[src/rtl/icsp_pkg.sv]
package icsp_pkg;

  // Opcodes of an input item
  localparam logic [2:0] OP_TICK    = 3'd0;
  localparam logic [2:0] OP_ENTER   = 3'd1;
  localparam logic [2:0] OP_EXIT    = 3'd2;
  localparam logic [2:0] OP_SETADDR = 3'd3;
  localparam logic [2:0] OP_READ    = 3'd4;

  // Configuration register indexes
  localparam logic [1:0] REG_BIT_TICKS   = 2'd0;
  localparam logic [1:0] REG_ENTRY_WAIT  = 2'd1;
  localparam logic [1:0] REG_EXIT_WAIT   = 2'd2;
  localparam logic [1:0] REG_COMMAND_GAP = 2'd3;

  // Configuration reset values
  localparam logic [7:0]  BitTicksRst   = 8'd1;
  localparam logic [15:0] EntryWaitRst  = 16'd300;
  localparam logic [15:0] ExitWaitRst   = 16'd30000;
  localparam logic [7:0]  CommandGapRst = 8'd2;

  // Serial frame of an address or a read
  localparam int unsigned FrameBits = 24;
  localparam int unsigned AddrBits  = 24;
  localparam logic [FrameBits-1:0] AddrMask =
    {FrameBits{1'b1}} >> (FrameBits - AddrBits);

  // Command bytes
  localparam logic [7:0] CMD_LOAD_PC   = 8'h80;
  localparam logic [7:0] CMD_READ      = 8'hFC;
  localparam logic [7:0] CMD_READ_INC  = 8'hFE;

  // Depth of the queue between front and back
  localparam int unsigned QueueDepth = 2;

  typedef enum logic [2:0] {
    KIND_TICK,
    KIND_ENTER,
    KIND_EXIT,
    KIND_SETADDR,
    KIND_READ
  } kind_e;

  // One classified item
  typedef struct packed {
    kind_e                kind;
    logic [FrameBits-1:0] addr;
    logic [7:0]           cmd_byte;
    logic                 data_in;
  } item_t;

  // One result item
  typedef struct packed {
    logic        reset_level;
    logic        clock_level;
    logic        data_out;
    logic        data_drive;
    logic        busy;
    logic        word_valid;
    logic [15:0] word;
    logic        rejected;
  } result_t;

  // Configuration register set
  typedef struct packed {
    logic [7:0]  bit_ticks;
    logic [15:0] entry_wait;
    logic [15:0] exit_wait;
    logic [7:0]  command_gap;
  } cfg_t;

endpackage

[src/rtl/icsp_serial_programming_master.sv]
// Low-voltage serial programming master. Each transfer on the input channel
// is a tick (one timebase step, with the sampled data-pin level) or a
// command: enter (key sequence), exit (reset pulse), set address or read
// word. Every input transfer yields exactly one output transfer carrying
// the pin levels after that item, the busy flag, a completed read word and
// a flag for a command dropped because a sequence was still running.
// Throughput is one item per clock while the output side is not stalled:
// the pin sequencer in the back end updates its whole state for one item
// at once. An item is first written into a two-entry queue, and the
// sequencer then registers its result in the output register. Write
// the configuration registers only while no items are in flight.
module icsp_serial_programming_master (
  input  logic        clk_i,
  input  logic        rst_ni,
  input  logic        cfg_we_i,
  input  logic [1:0]  cfg_index_i,
  input  logic [15:0] cfg_data_i,
  input  logic        in_valid_i,
  output logic        in_ready_o,
  input  logic [2:0]  opcode_i,
  input  logic [23:0] address_i,
  input  logic        increment_i,
  input  logic        data_in_i,
  output logic        out_valid_o,
  input  logic        out_ready_i,
  output logic        reset_level_o,
  output logic        clock_level_o,
  output logic        data_out_o,
  output logic        data_drive_o,
  output logic        busy_res_o,
  output logic        word_valid_o,
  output logic [15:0] word_o,
  output logic        rejected_o
);
  import icsp_pkg::*;

  logic    push_valid;
  item_t   push_item;
  logic    pop_valid;
  logic    pop;
  item_t   pop_item;
  result_t result;

  icsp_front u_front (
    .in_valid_i   (in_valid_i),
    .opcode_i     (opcode_i),
    .address_i    (address_i),
    .increment_i  (increment_i),
    .data_in_i    (data_in_i),
    .push_valid_o (push_valid),
    .push_item_o  (push_item)
  );

  icsp_queue u_queue (
    .clk_i        (clk_i),
    .rst_ni       (rst_ni),
    .push_valid_i (push_valid),
    .push_ready_o (in_ready_o),
    .push_item_i  (push_item),
    .pop_valid_o  (pop_valid),
    .pop_i        (pop),
    .pop_item_o   (pop_item)
  );

  icsp_back u_back (
    .clk_i        (clk_i),
    .rst_ni       (rst_ni),
    .cfg_we_i     (cfg_we_i),
    .cfg_index_i  (cfg_index_i),
    .cfg_data_i   (cfg_data_i),
    .item_valid_i (pop_valid),
    .item_i       (pop_item),
    .item_pop_o   (pop),
    .out_valid_o  (out_valid_o),
    .out_ready_i  (out_ready_i),
    .result_o     (result)
  );

  assign reset_level_o = result.reset_level;
  assign clock_level_o = result.clock_level;
  assign data_out_o    = result.data_out;
  assign data_drive_o  = result.data_drive;
  assign busy_res_o    = result.busy;
  assign word_valid_o  = result.word_valid;
  assign word_o        = result.word;
  assign rejected_o    = result.rejected;

endmodule

[src/rtl/icsp_front.sv]
module icsp_front (
  input  logic                  in_valid_i,
  input  logic [2:0]            opcode_i,
  input  logic [23:0]           address_i,
  input  logic                  increment_i,
  input  logic                  data_in_i,
  output logic                  push_valid_o,
  output icsp_pkg::item_t       push_item_o
);
  import icsp_pkg::*;

  // Classify the opcode; unknown codes count as ticks
  always_comb begin
    push_item_o.kind     = KIND_TICK;
    push_item_o.cmd_byte = CMD_LOAD_PC;
    // Trim the address to the implemented width
    push_item_o.addr     = address_i & AddrMask;
    push_item_o.data_in  = data_in_i;
    case (opcode_i)
      OP_ENTER:   push_item_o.kind = KIND_ENTER;
      OP_EXIT:    push_item_o.kind = KIND_EXIT;
      OP_SETADDR: push_item_o.kind = KIND_SETADDR;
      OP_READ: begin
        push_item_o.kind     = KIND_READ;
        push_item_o.cmd_byte = increment_i ? CMD_READ_INC : CMD_READ;
      end
      default:    push_item_o.kind = KIND_TICK;
    endcase
  end

  assign push_valid_o = in_valid_i;

endmodule

[src/rtl/icsp_queue.sv]
module icsp_queue (
  input  logic              clk_i,
  input  logic              rst_ni,
  input  logic              push_valid_i,
  output logic              push_ready_o,
  input  icsp_pkg::item_t   push_item_i,
  output logic              pop_valid_o,
  input  logic              pop_i,
  output icsp_pkg::item_t   pop_item_o
);
  import icsp_pkg::*;

  localparam int unsigned PtrW = (QueueDepth > 1) ? $clog2(QueueDepth) : 1;
  localparam int unsigned CntW = $clog2(QueueDepth + 1);

  item_t            entries_q [QueueDepth];
  logic [PtrW-1:0]  wr_ptr_q, wr_ptr_d;
  logic [PtrW-1:0]  rd_ptr_q, rd_ptr_d;
  logic [CntW-1:0]  count_q, count_d;
  logic             push, pop;

  assign push_ready_o = (count_q != CntW'(QueueDepth));
  assign pop_valid_o  = (count_q != '0);
  assign push         = push_valid_i & push_ready_o;
  assign pop          = pop_i & pop_valid_o;
  assign pop_item_o   = entries_q[rd_ptr_q];

  // Advance pointers with wrap
  always_comb begin
    wr_ptr_d = wr_ptr_q;
    rd_ptr_d = rd_ptr_q;
    if (push) begin
      wr_ptr_d = (wr_ptr_q == PtrW'(QueueDepth - 1)) ? '0 : wr_ptr_q + 1'b1;
    end
    if (pop) begin
      rd_ptr_d = (rd_ptr_q == PtrW'(QueueDepth - 1)) ? '0 : rd_ptr_q + 1'b1;
    end
    count_d = count_q + CntW'(push) - CntW'(pop);
  end

  always_ff @(posedge clk_i or negedge rst_ni) begin
    if (!rst_ni) begin
      wr_ptr_q <= '0;
      rd_ptr_q <= '0;
      count_q  <= '0;
    end else begin
      wr_ptr_q <= wr_ptr_d;
      rd_ptr_q <= rd_ptr_d;
      count_q  <= count_d;
    end
  end

  // Hold entry payload
  always_ff @(posedge clk_i) begin
    if (push) begin
      entries_q[wr_ptr_q] <= push_item_i;
    end
  end

endmodule

[src/rtl/icsp_back.sv]
module icsp_back (
  input  logic               clk_i,
  input  logic               rst_ni,
  input  logic               cfg_we_i,
  input  logic [1:0]         cfg_index_i,
  input  logic [15:0]        cfg_data_i,
  input  logic               item_valid_i,
  input  icsp_pkg::item_t    item_i,
  output logic               item_pop_o,
  output logic               out_valid_o,
  input  logic               out_ready_i,
  output icsp_pkg::result_t  result_o
);
  import icsp_pkg::*;

  // Sequencer phases
  localparam logic [4:0] PH_IDLE       = 5'd0;
  localparam logic [4:0] PH_ENTRY_PRE  = 5'd1;
  localparam logic [4:0] PH_KEY_START  = 5'd2;
  localparam logic [4:0] PH_KEY_LO     = 5'd3;
  localparam logic [4:0] PH_KEY_HI     = 5'd4;
  localparam logic [4:0] PH_ENTRY_POST = 5'd5;
  localparam logic [4:0] PH_EXIT_HIGH  = 5'd6;
  localparam logic [4:0] PH_EXIT_LOW   = 5'd7;
  localparam logic [4:0] PH_EXIT_DONE  = 5'd8;
  localparam logic [4:0] PH_CMD_LO     = 5'd9;
  localparam logic [4:0] PH_CMD_HI     = 5'd10;
  localparam logic [4:0] PH_GAP        = 5'd11;
  localparam logic [4:0] PH_AFTER_GAP  = 5'd12;
  localparam logic [4:0] PH_ADDR_LO    = 5'd13;
  localparam logic [4:0] PH_ADDR_HI    = 5'd14;
  localparam logic [4:0] PH_READ_HI    = 5'd15;
  localparam logic [4:0] PH_READ_LO    = 5'd16;

  // Longest chain of zero-time phase entries in one item
  localparam int unsigned EnterSteps = 4;

  localparam logic [7:0] KeyBytes [4] = '{8'h4D, 8'h43, 8'h48, 8'h50};
  localparam logic [4:0] ByteBits  = 5'd8;
  localparam logic [4:0] FrameCnt  = 5'(FrameBits);
  localparam logic [1:0] LastKey   = 2'd3;

  cfg_t                 cfg_q;
  logic [4:0]           phase_q, phase_d;
  logic [15:0]          wait_q, wait_d;
  logic [4:0]           bit_cnt_q, bit_cnt_d;
  logic [1:0]           key_idx_q, key_idx_d;
  logic [FrameBits-1:0] shift_out_q, shift_out_d;
  logic [FrameBits-1:0] shift_in_q, shift_in_d;
  logic                 pin_rst_q, pin_rst_d;
  logic                 pin_clk_q, pin_clk_d;
  logic                 pin_dat_q, pin_dat_d;
  logic                 pin_drv_q, pin_drv_d;
  logic                 out_valid_q;
  result_t              result_q, result_d;

  logic                 fire, busy;
  logic [7:0]           half;
  logic [4:0]           bc_dec;
  logic [4:0]           bit_pos;
  logic [4:0]           nxt, p;
  logic                 enter_en, run;
  logic                 word_valid, rejected;

  assign fire       = item_valid_i & (~out_valid_q | out_ready_i);
  assign item_pop_o = fire;
  assign busy       = (phase_q != PH_IDLE);
  assign half       = (cfg_q.bit_ticks == '0) ? 8'd1 : cfg_q.bit_ticks;
  assign out_valid_o = out_valid_q;
  assign result_o    = result_q;

  // Apply one item: start a command (or drop it while busy) or step the timebase, then run phase entries
  always_comb begin
    phase_d     = phase_q;
    wait_d      = wait_q;
    bit_cnt_d   = bit_cnt_q;
    key_idx_d   = key_idx_q;
    shift_out_d = shift_out_q;
    shift_in_d  = shift_in_q;
    pin_rst_d   = pin_rst_q;
    pin_clk_d   = pin_clk_q;
    pin_dat_d   = pin_dat_q;
    pin_drv_d   = pin_drv_q;
    word_valid  = 1'b0;
    rejected    = 1'b0;
    enter_en    = 1'b0;
    nxt         = PH_IDLE;
    bc_dec      = (bit_cnt_q == '0) ? '0 : bit_cnt_q - 1'b1;
    bit_pos     = '0;
    p           = PH_IDLE;
    run         = 1'b0;

    if (fire) begin
      case (item_i.kind)
        KIND_TICK: begin
          if (busy) begin
            wait_d = (wait_q == '0) ? '0 : wait_q - 1'b1;
            if (wait_d == '0) begin
              enter_en = 1'b1;
              case (phase_q)
                PH_ENTRY_PRE:  nxt = PH_KEY_START;
                PH_KEY_LO:     nxt = PH_KEY_HI;
                PH_KEY_HI: begin
                  bit_cnt_d = bc_dec;
                  if (bc_dec != '0) begin
                    nxt = PH_KEY_LO;
                  end else if (key_idx_q != LastKey) begin
                    key_idx_d   = key_idx_q + 1'b1;
                    shift_out_d = {{(FrameBits-8){1'b0}}, KeyBytes[key_idx_d]};
                    bit_cnt_d   = ByteBits;
                    nxt         = PH_KEY_LO;
                  end else begin
                    nxt = PH_ENTRY_POST;
                  end
                end
                PH_ENTRY_POST: nxt = PH_IDLE;
                PH_EXIT_HIGH:  nxt = PH_EXIT_LOW;
                PH_EXIT_LOW:   nxt = PH_EXIT_DONE;
                PH_CMD_LO:     nxt = PH_CMD_HI;
                PH_CMD_HI: begin
                  bit_cnt_d = bc_dec;
                  nxt       = (bc_dec != '0) ? PH_CMD_LO : PH_GAP;
                end
                PH_GAP:        nxt = PH_AFTER_GAP;
                PH_ADDR_LO:    nxt = PH_ADDR_HI;
                PH_ADDR_HI: begin
                  bit_cnt_d = bc_dec;
                  nxt       = (bc_dec != '0) ? PH_ADDR_LO : PH_IDLE;
                end
                PH_READ_HI:    nxt = PH_READ_LO;
                PH_READ_LO: begin
                  shift_in_d = {shift_in_q[FrameBits-2:0], item_i.data_in};
                  bit_cnt_d  = bc_dec;
                  if (bc_dec != '0) begin
                    nxt = PH_READ_HI;
                  end else begin
                    nxt        = PH_IDLE;
                    word_valid = 1'b1;
                  end
                end
                default:       nxt = PH_IDLE;
              endcase
            end
          end
        end
        KIND_ENTER, KIND_EXIT, KIND_SETADDR, KIND_READ: begin
          if (busy) begin
            rejected = 1'b1;
          end else begin
            enter_en = 1'b1;
            case (item_i.kind)
              KIND_ENTER: nxt = PH_ENTRY_PRE;
              KIND_EXIT:  nxt = PH_EXIT_HIGH;
              KIND_SETADDR: begin
                shift_in_d  = item_i.addr;
                shift_out_d = {{(FrameBits-8){1'b0}}, item_i.cmd_byte};
                bit_cnt_d   = ByteBits;
                nxt         = PH_CMD_LO;
              end
              default: begin
                shift_out_d = {{(FrameBits-8){1'b0}}, item_i.cmd_byte};
                bit_cnt_d   = ByteBits;
                nxt         = PH_CMD_LO;
              end
            endcase
          end
        end
        default: ;
      endcase
    end

    // Enter phases; zero-length waits fall through to the next phase
    p   = nxt;
    run = enter_en;
    for (int i = 0; i < EnterSteps; i++) begin
      if (run) begin
        phase_d = p;
        run     = 1'b0;
        case (p)
          PH_ENTRY_PRE: begin
            pin_rst_d = 1'b0;
            pin_clk_d = 1'b0;
            wait_d    = cfg_q.entry_wait;
            if (wait_d == '0) begin
              p   = PH_KEY_START;
              run = 1'b1;
            end
          end
          PH_KEY_START: begin
            key_idx_d   = '0;
            shift_out_d = {{(FrameBits-8){1'b0}}, KeyBytes[0]};
            bit_cnt_d   = ByteBits;
            p           = PH_KEY_LO;
            run         = 1'b1;
          end
          PH_KEY_LO, PH_CMD_LO, PH_ADDR_LO: begin
            bit_pos   = (bit_cnt_d == '0) ? '0 : bit_cnt_d - 1'b1;
            pin_clk_d = 1'b0;
            pin_dat_d = shift_out_d[bit_pos];
            pin_drv_d = 1'b1;
            wait_d    = {8'b0, half};
          end
          PH_KEY_HI, PH_CMD_HI, PH_ADDR_HI: begin
            pin_clk_d = 1'b1;
            wait_d    = {8'b0, half};
          end
          PH_ENTRY_POST: begin
            pin_clk_d = 1'b0;
            pin_dat_d = 1'b0;
            wait_d    = cfg_q.entry_wait;
            if (wait_d == '0) begin
              p   = PH_IDLE;
              run = 1'b1;
            end
          end
          PH_EXIT_HIGH: begin
            pin_rst_d = 1'b1;
            wait_d    = cfg_q.exit_wait;
            if (wait_d == '0) begin
              p   = PH_EXIT_LOW;
              run = 1'b1;
            end
          end
          PH_EXIT_LOW: begin
            pin_rst_d = 1'b0;
            wait_d    = cfg_q.exit_wait;
            if (wait_d == '0) begin
              p   = PH_EXIT_DONE;
              run = 1'b1;
            end
          end
          PH_EXIT_DONE: begin
            pin_rst_d = 1'b1;
            p         = PH_IDLE;
            run       = 1'b1;
          end
          PH_GAP: begin
            pin_clk_d = 1'b0;
            pin_dat_d = 1'b0;
            wait_d    = {8'b0, cfg_q.command_gap};
            if (wait_d == '0) begin
              p   = PH_AFTER_GAP;
              run = 1'b1;
            end
          end
          PH_AFTER_GAP: begin
            bit_cnt_d = FrameCnt;
            if (shift_out_d == {{(FrameBits-8){1'b0}}, CMD_LOAD_PC}) begin
              shift_out_d = shift_in_d;
              p           = PH_ADDR_LO;
            end else begin
              p = PH_READ_HI;
            end
            shift_in_d = '0;
            run        = 1'b1;
          end
          PH_READ_HI: begin
            pin_clk_d = 1'b1;
            pin_drv_d = 1'b0;
            wait_d    = {8'b0, half};
          end
          PH_READ_LO: begin
            pin_clk_d = 1'b0;
            wait_d    = {8'b0, half};
          end
          default: begin
            phase_d = PH_IDLE;
            wait_d  = '0;
          end
        endcase
      end
    end

    result_d.reset_level = pin_rst_d;
    result_d.clock_level = pin_clk_d;
    result_d.data_out    = pin_dat_d;
    result_d.data_drive  = pin_drv_d;
    result_d.busy        = (phase_d != PH_IDLE);
    result_d.word_valid  = word_valid;
    result_d.word        = word_valid ? shift_in_d[16:1] : 16'd0;
    result_d.rejected    = rejected;
  end

  // Hold configuration registers
  always_ff @(posedge clk_i or negedge rst_ni) begin
    if (!rst_ni) begin
      cfg_q.bit_ticks   <= BitTicksRst;
      cfg_q.entry_wait  <= EntryWaitRst;
      cfg_q.exit_wait   <= ExitWaitRst;
      cfg_q.command_gap <= CommandGapRst;
    end else if (cfg_we_i) begin
      case (cfg_index_i)
        REG_BIT_TICKS:   cfg_q.bit_ticks   <= cfg_data_i[7:0];
        REG_ENTRY_WAIT:  cfg_q.entry_wait  <= cfg_data_i;
        REG_EXIT_WAIT:   cfg_q.exit_wait   <= cfg_data_i;
        REG_COMMAND_GAP: cfg_q.command_gap <= cfg_data_i[7:0];
        default: ;
      endcase
    end
  end

  // Advance sequencer state
  always_ff @(posedge clk_i or negedge rst_ni) begin
    if (!rst_ni) begin
      phase_q     <= PH_IDLE;
      wait_q      <= '0;
      bit_cnt_q   <= '0;
      key_idx_q   <= '0;
      shift_out_q <= '0;
      shift_in_q  <= '0;
      pin_rst_q   <= 1'b1;
      pin_clk_q   <= 1'b0;
      pin_dat_q   <= 1'b0;
      pin_drv_q   <= 1'b1;
    end else if (fire) begin
      phase_q     <= phase_d;
      wait_q      <= wait_d;
      bit_cnt_q   <= bit_cnt_d;
      key_idx_q   <= key_idx_d;
      shift_out_q <= shift_out_d;
      shift_in_q  <= shift_in_d;
      pin_rst_q   <= pin_rst_d;
      pin_clk_q   <= pin_clk_d;
      pin_dat_q   <= pin_dat_d;
      pin_drv_q   <= pin_drv_d;
    end
  end

  // Output register: drop valid once the transfer completes
  always_ff @(posedge clk_i or negedge rst_ni) begin
    if (!rst_ni) begin
      out_valid_q <= 1'b0;
    end else if (fire) begin
      out_valid_q <= 1'b1;
    end else if (out_ready_i) begin
      out_valid_q <= 1'b0;
    end
  end

  always_ff @(posedge clk_i) begin
    if (fire) begin
      result_q <= result_d;
    end
  end

endmodule

[config.mk]
export PLATFORM = sky130hd
export DESIGN_NAME = icsp_serial_programming_master
export DESIGN_NICKNAME = d
export VERILOG_FILES = /design/src/rtl/icsp_pkg.sv /design/src/rtl/icsp_serial_programming_master.sv /design/src/rtl/icsp_front.sv /design/src/rtl/icsp_queue.sv /design/src/rtl/icsp_back.sv
export SDC_FILE = /design/constraint.sdc
export NUM_CORES = 1
export LEC_CHECK = 0
export ABC_AREA = 1
export BUFFER_PORTS_ARGS = -buffer_cell sky130_fd_sc_hd__buf_2
export CAP_MARGIN = 10
export CORE_ASPECT_RATIO = 1.2
export CORE_MARGIN = 2
export CORE_UTILIZATION = 60
export DETAILED_ROUTE_END_ITERATION = 7
export PLACE_DENSITY = 0.84
export SLEW_MARGIN = 25
export SYNTH_ARGS = -nofsm -noshare
export SYNTH_HDL_FRONTEND = slang
export SYNTH_SLANG_ARGS = --single-unit
[constraint.sdc]
create_clock -name clk_i -period 5.36 [get_ports clk_i]
set_input_delay 0 -clock clk_i [delete_from_list [all_inputs] [get_ports clk_i]]
set_output_delay 0 -clock clk_i [all_outputs]
set_load 0.03 [all_outputs]
==> results.py <==
metrics = {
    "global_route": {
        "gr-usage-met1": 0.509,
        "grt-busiest-layer": "met2",
        "antenna_found_initial": 1,
        "grt_pass1_vias": 15367,
        "grt-ovfl-total": 0,
        "grt_max_degree": 69,
        "grt_use_met2": 0.746,
        "use_met3": 0.0709,
        "grt_usage": 0.437,
        "grt_pass1_wl_um": 86000,
    },
    "placed_design": {
        "routabilityCongestion": 1.10,
        "hpwl_um": 40000,
        "portBuffers": 76,
    },
    "setup_path": {
        "r2r_end": "u_back.result_o[20]",
        "crit_start": "u_back.bit_cnt_q[0]",
        "path_common_cell": "nand2_1",
        "cp-end-kind": "register",
        "rr_worst_depth": 32,
        "required_ns": 5.76,
        "start_kind": "register",
        "crit_fanout": 12,
        "worstReg2RegStart": "u_back.bit_cnt_q[0]",
        "r2r_slack_ns": 0.20,
        "cpMaxStageDelayCell": "o21ai_0",
        "cpPeakStageDelay_ns": 0.45,
        "crit_arrival_ns": 5.56,
        "path_class": "register to register",
    },
    "floorplan": {
        "core_mm2": 0.0238,
        "die_w_um": 146,
        "die_h_um": 174,
        "rows": 62,
        "pin_count": 77,
        "die-area_mm2": 0.0254,
        "start_util": 0.609,
    },
    "synthesis": {
        "synth-adder-area-share": 0.0129,
        "synth_top_family_by_area": "simple AND/OR/NAND/NOR gates",
        "yosys_most_used_dff": "dfrtp_1",
        "synthMuxAreaShare": 0.00155,
        "synth_xor_area_frac": 0.00483,
        "netlist_area_mm2": 0.0145,
        "yosys_warnings": 0,
        "synth-seq-cells": 214,
        "avgSynthCellArea_um2": 7.21,
        "synth_cells": 2012,
        "yosys.area_share.simple": 0.339,
        "synth-edff-count": 81,
        "seq_area_frac_synth": 0.399,
        "synth_compound_area_frac": 0.156,
        "syn-num-nets": 2079,
        "synth_cell_type_count": 66,
        "async_flop_share": 0.621,
    },
    "timing": {
        "relSlewSlack": 0.366,
        "hold_viol_final": 0,
        "whs_ns": 0.0369,
        "setup_viol": 0,
        "post-route-period-util": 0.963,
        "fin_skew_ns": 0.0247,
        "maxSlewViolCount": 0,
        "worstMarginPinSlew_ns": 0.951,
        "fmax_mhz": 194,
        "tns_ns": 0,
        "finalCriticalPeriod_ns": 5.16,
    },
    "outcome": {
        "violations": "DRC",
        "outcome": "complete, but fails checks",
    },
    "power_and_ir_drop": {
        "power_mw": 9.00,
        "power_leakage_nw": 8.25,
        "vdd_drop_max_uv": 504,
        "powerDensity_mw_per_mm2": 522,
    },
    "layout": {
        "nNetsFinal": 2280,
        "nFillCells": 1890,
        "layout-drive-gt1-share": 0.174,
        "syn_to_final_growth_pct": 19.0,
    },
    "clocking": {
        "insertion_delay_ns": 0.55,
        "clockBufferDepth": 3,
        "clkSinkCount": 214,
        "root_buffer": "clkbuf_16",
        "cts_made_buffers": 23,
        "htree_levels": 1,
        "path_clk_slew_ns": 0.07,
        "cts_tree": "done",
    },
    "run": {
        "cap_violations": 0,
    },
    "routing": {
        "route.detailed.drc": 6,
        "dr.first_iter.drc_count": 1910,
        "routed_wl_um": 56400,
        "post_drt_wl_per_cell_um": 22.1,
        "vias": 15973,
        "antenna_left": 0,
        "vias_per_cell": 6.26,
        "drt-pass1-iter-count": 8,
    },
    "hold_path": {
        "hold_class": "primary input to async pin",
    },
}
placed cells by master, fill, tap and decap left out, drive strengths merged, types with 27 or more instances in the layout:
cell type / count
a21oi: 63
dlygate4sd3: 50
inv: 250
nor3: 27
dfrtp: 118
nand3: 174
o21ai: 173
buf: 187
nor2: 280
edfxtp: 81
nand4: 46
o211ai: 55
nand2: 522
clkbuf: 36
metrics by stage:
step | std cells | area [um2] | setup slack (ns) | utilization
after global placement | 2430 | 15700 | 0.199 | 0.657
after CTS | 2522 | 16900 | 0.0651 | 0.710
after floorplan | 2012 | 14500 | 0.680 | -
after detailed placement | 2430 | 15700 | 0.123 | 0.657
final | 2551 | 17300 | 0.200 | 0.725
after global routing | 2551 | 17300 | -0.0191 | 0.725
synth_stat cells (21+ instances only):
cell,count,area (um2)
a21oi_1,60,300
a31oi_1,23,144
clkbuf_1,42,158
dfrtp_1,118,2950
edfxtp_1,81,2430
inv_1,228,856
inv_2,21,78.8
nand2_1,497,1870
nand2_2,23,144
nand3_1,157,786
nand4_1,42,263
nor2_1,248,931
nor3_1,26,130
o211ai_1,54,405
o21ai_0,164,821
cell families after synthesis:
| kind of cell | count (synthesis) |
|---|---|
| xor+xnor | 8 |
| flops | 214 |
| fa+ha+maj | 15 |
| mux | 2 |
| compound gates | 373 |
| buf+inv | 323 |
| simple gates | 1077 |
layer usage:
metal	up-vias	routed length [um]
met1	7410	19800
met3	321	4950
met2	1095	26900
met4	0	4710
li1	7147	-
met5	-	0
repair_timing:
item,in CTS,in global routing
endpoints found under the hold margin,176,0
endpoints found under the setup margin,0,13
gates resized for setup,0,37
hold buffers,50,0
buffers inserted,0,23
how the worst max path moves through the flow:
stage	end	slack (ns)
6_report	u_back.result_o[20]	0.20
5_1_grt	u_back.result_o[20]	-0.02
4_1_cts	u_back.result_o[20]	0.07
3_5_place_dp	u_back.result_o[20]	0.12
3_3_place_gp	u_back.result_o[20]	0.20
2_1_floorplan	u_back.result_o[20]	0.68
area by class of cell:
type / count / area, um2 / share of cell area
multi-input cells: 1480 / 7630 / 0.442
flip-flops and latches: 214 / 5780 / 0.335
repair buffers: 237 / 1720 / 0.0999
inverters: 257 / 970 / 0.0562
clock buffers: 36 / 699 / 0.0405
well taps: 320 / 400 / 0.0232
clock inverters: 6 / 48.8 / 0.00283
diodes: 1 / 2.50 / 0.000145
state kept, by name (all words and copies together) (netlist names):
| name | count |
|---|---|
| u_queue.entries_q | 58 |
| u_back.cfg_q | 48 |
| u_back.shift_out_q | 24 |
| u_queue.count_q | 2 |
| u_back.phase_q | 5 |
| u_back.pin_rst_q | 1 |
| u_queue.rd_ptr_q | 1 |
| u_back.result_o | 23 |
| u_back.out_valid_o | 1 |
| u_back.pin_clk_q | 1 |
| u_back.shift_in_q | 24 |
| u_back.wait_q | 16 |
| u_back.pin_dat_q | 1 |
| u_queue.wr_ptr_q | 1 |
| u_back.key_idx_q | 2 |
| u_back.bit_cnt_q | 5 |
| u_back.pin_drv_q | 1 |
critical path, delay by kind of cell (launching register included):
kind	cells	cell delay [ns]
AND/OR/NAND/NOR	23	2.91
buffers and inverters	5	0.75
AO/OA/AOI/OAI	3	0.72
flip-flops	1	0.38
adder cells (fa/ha/maj)	1	0.24
report_power, final:
part	total, mW	internal, mW	switching, mW
clock	1.63	0.905	0.723
sequential	2.53	2.19	0.349
combinational	4.84	1.52	3.32
No activity file was read; power rests on OpenSTA's default activity.
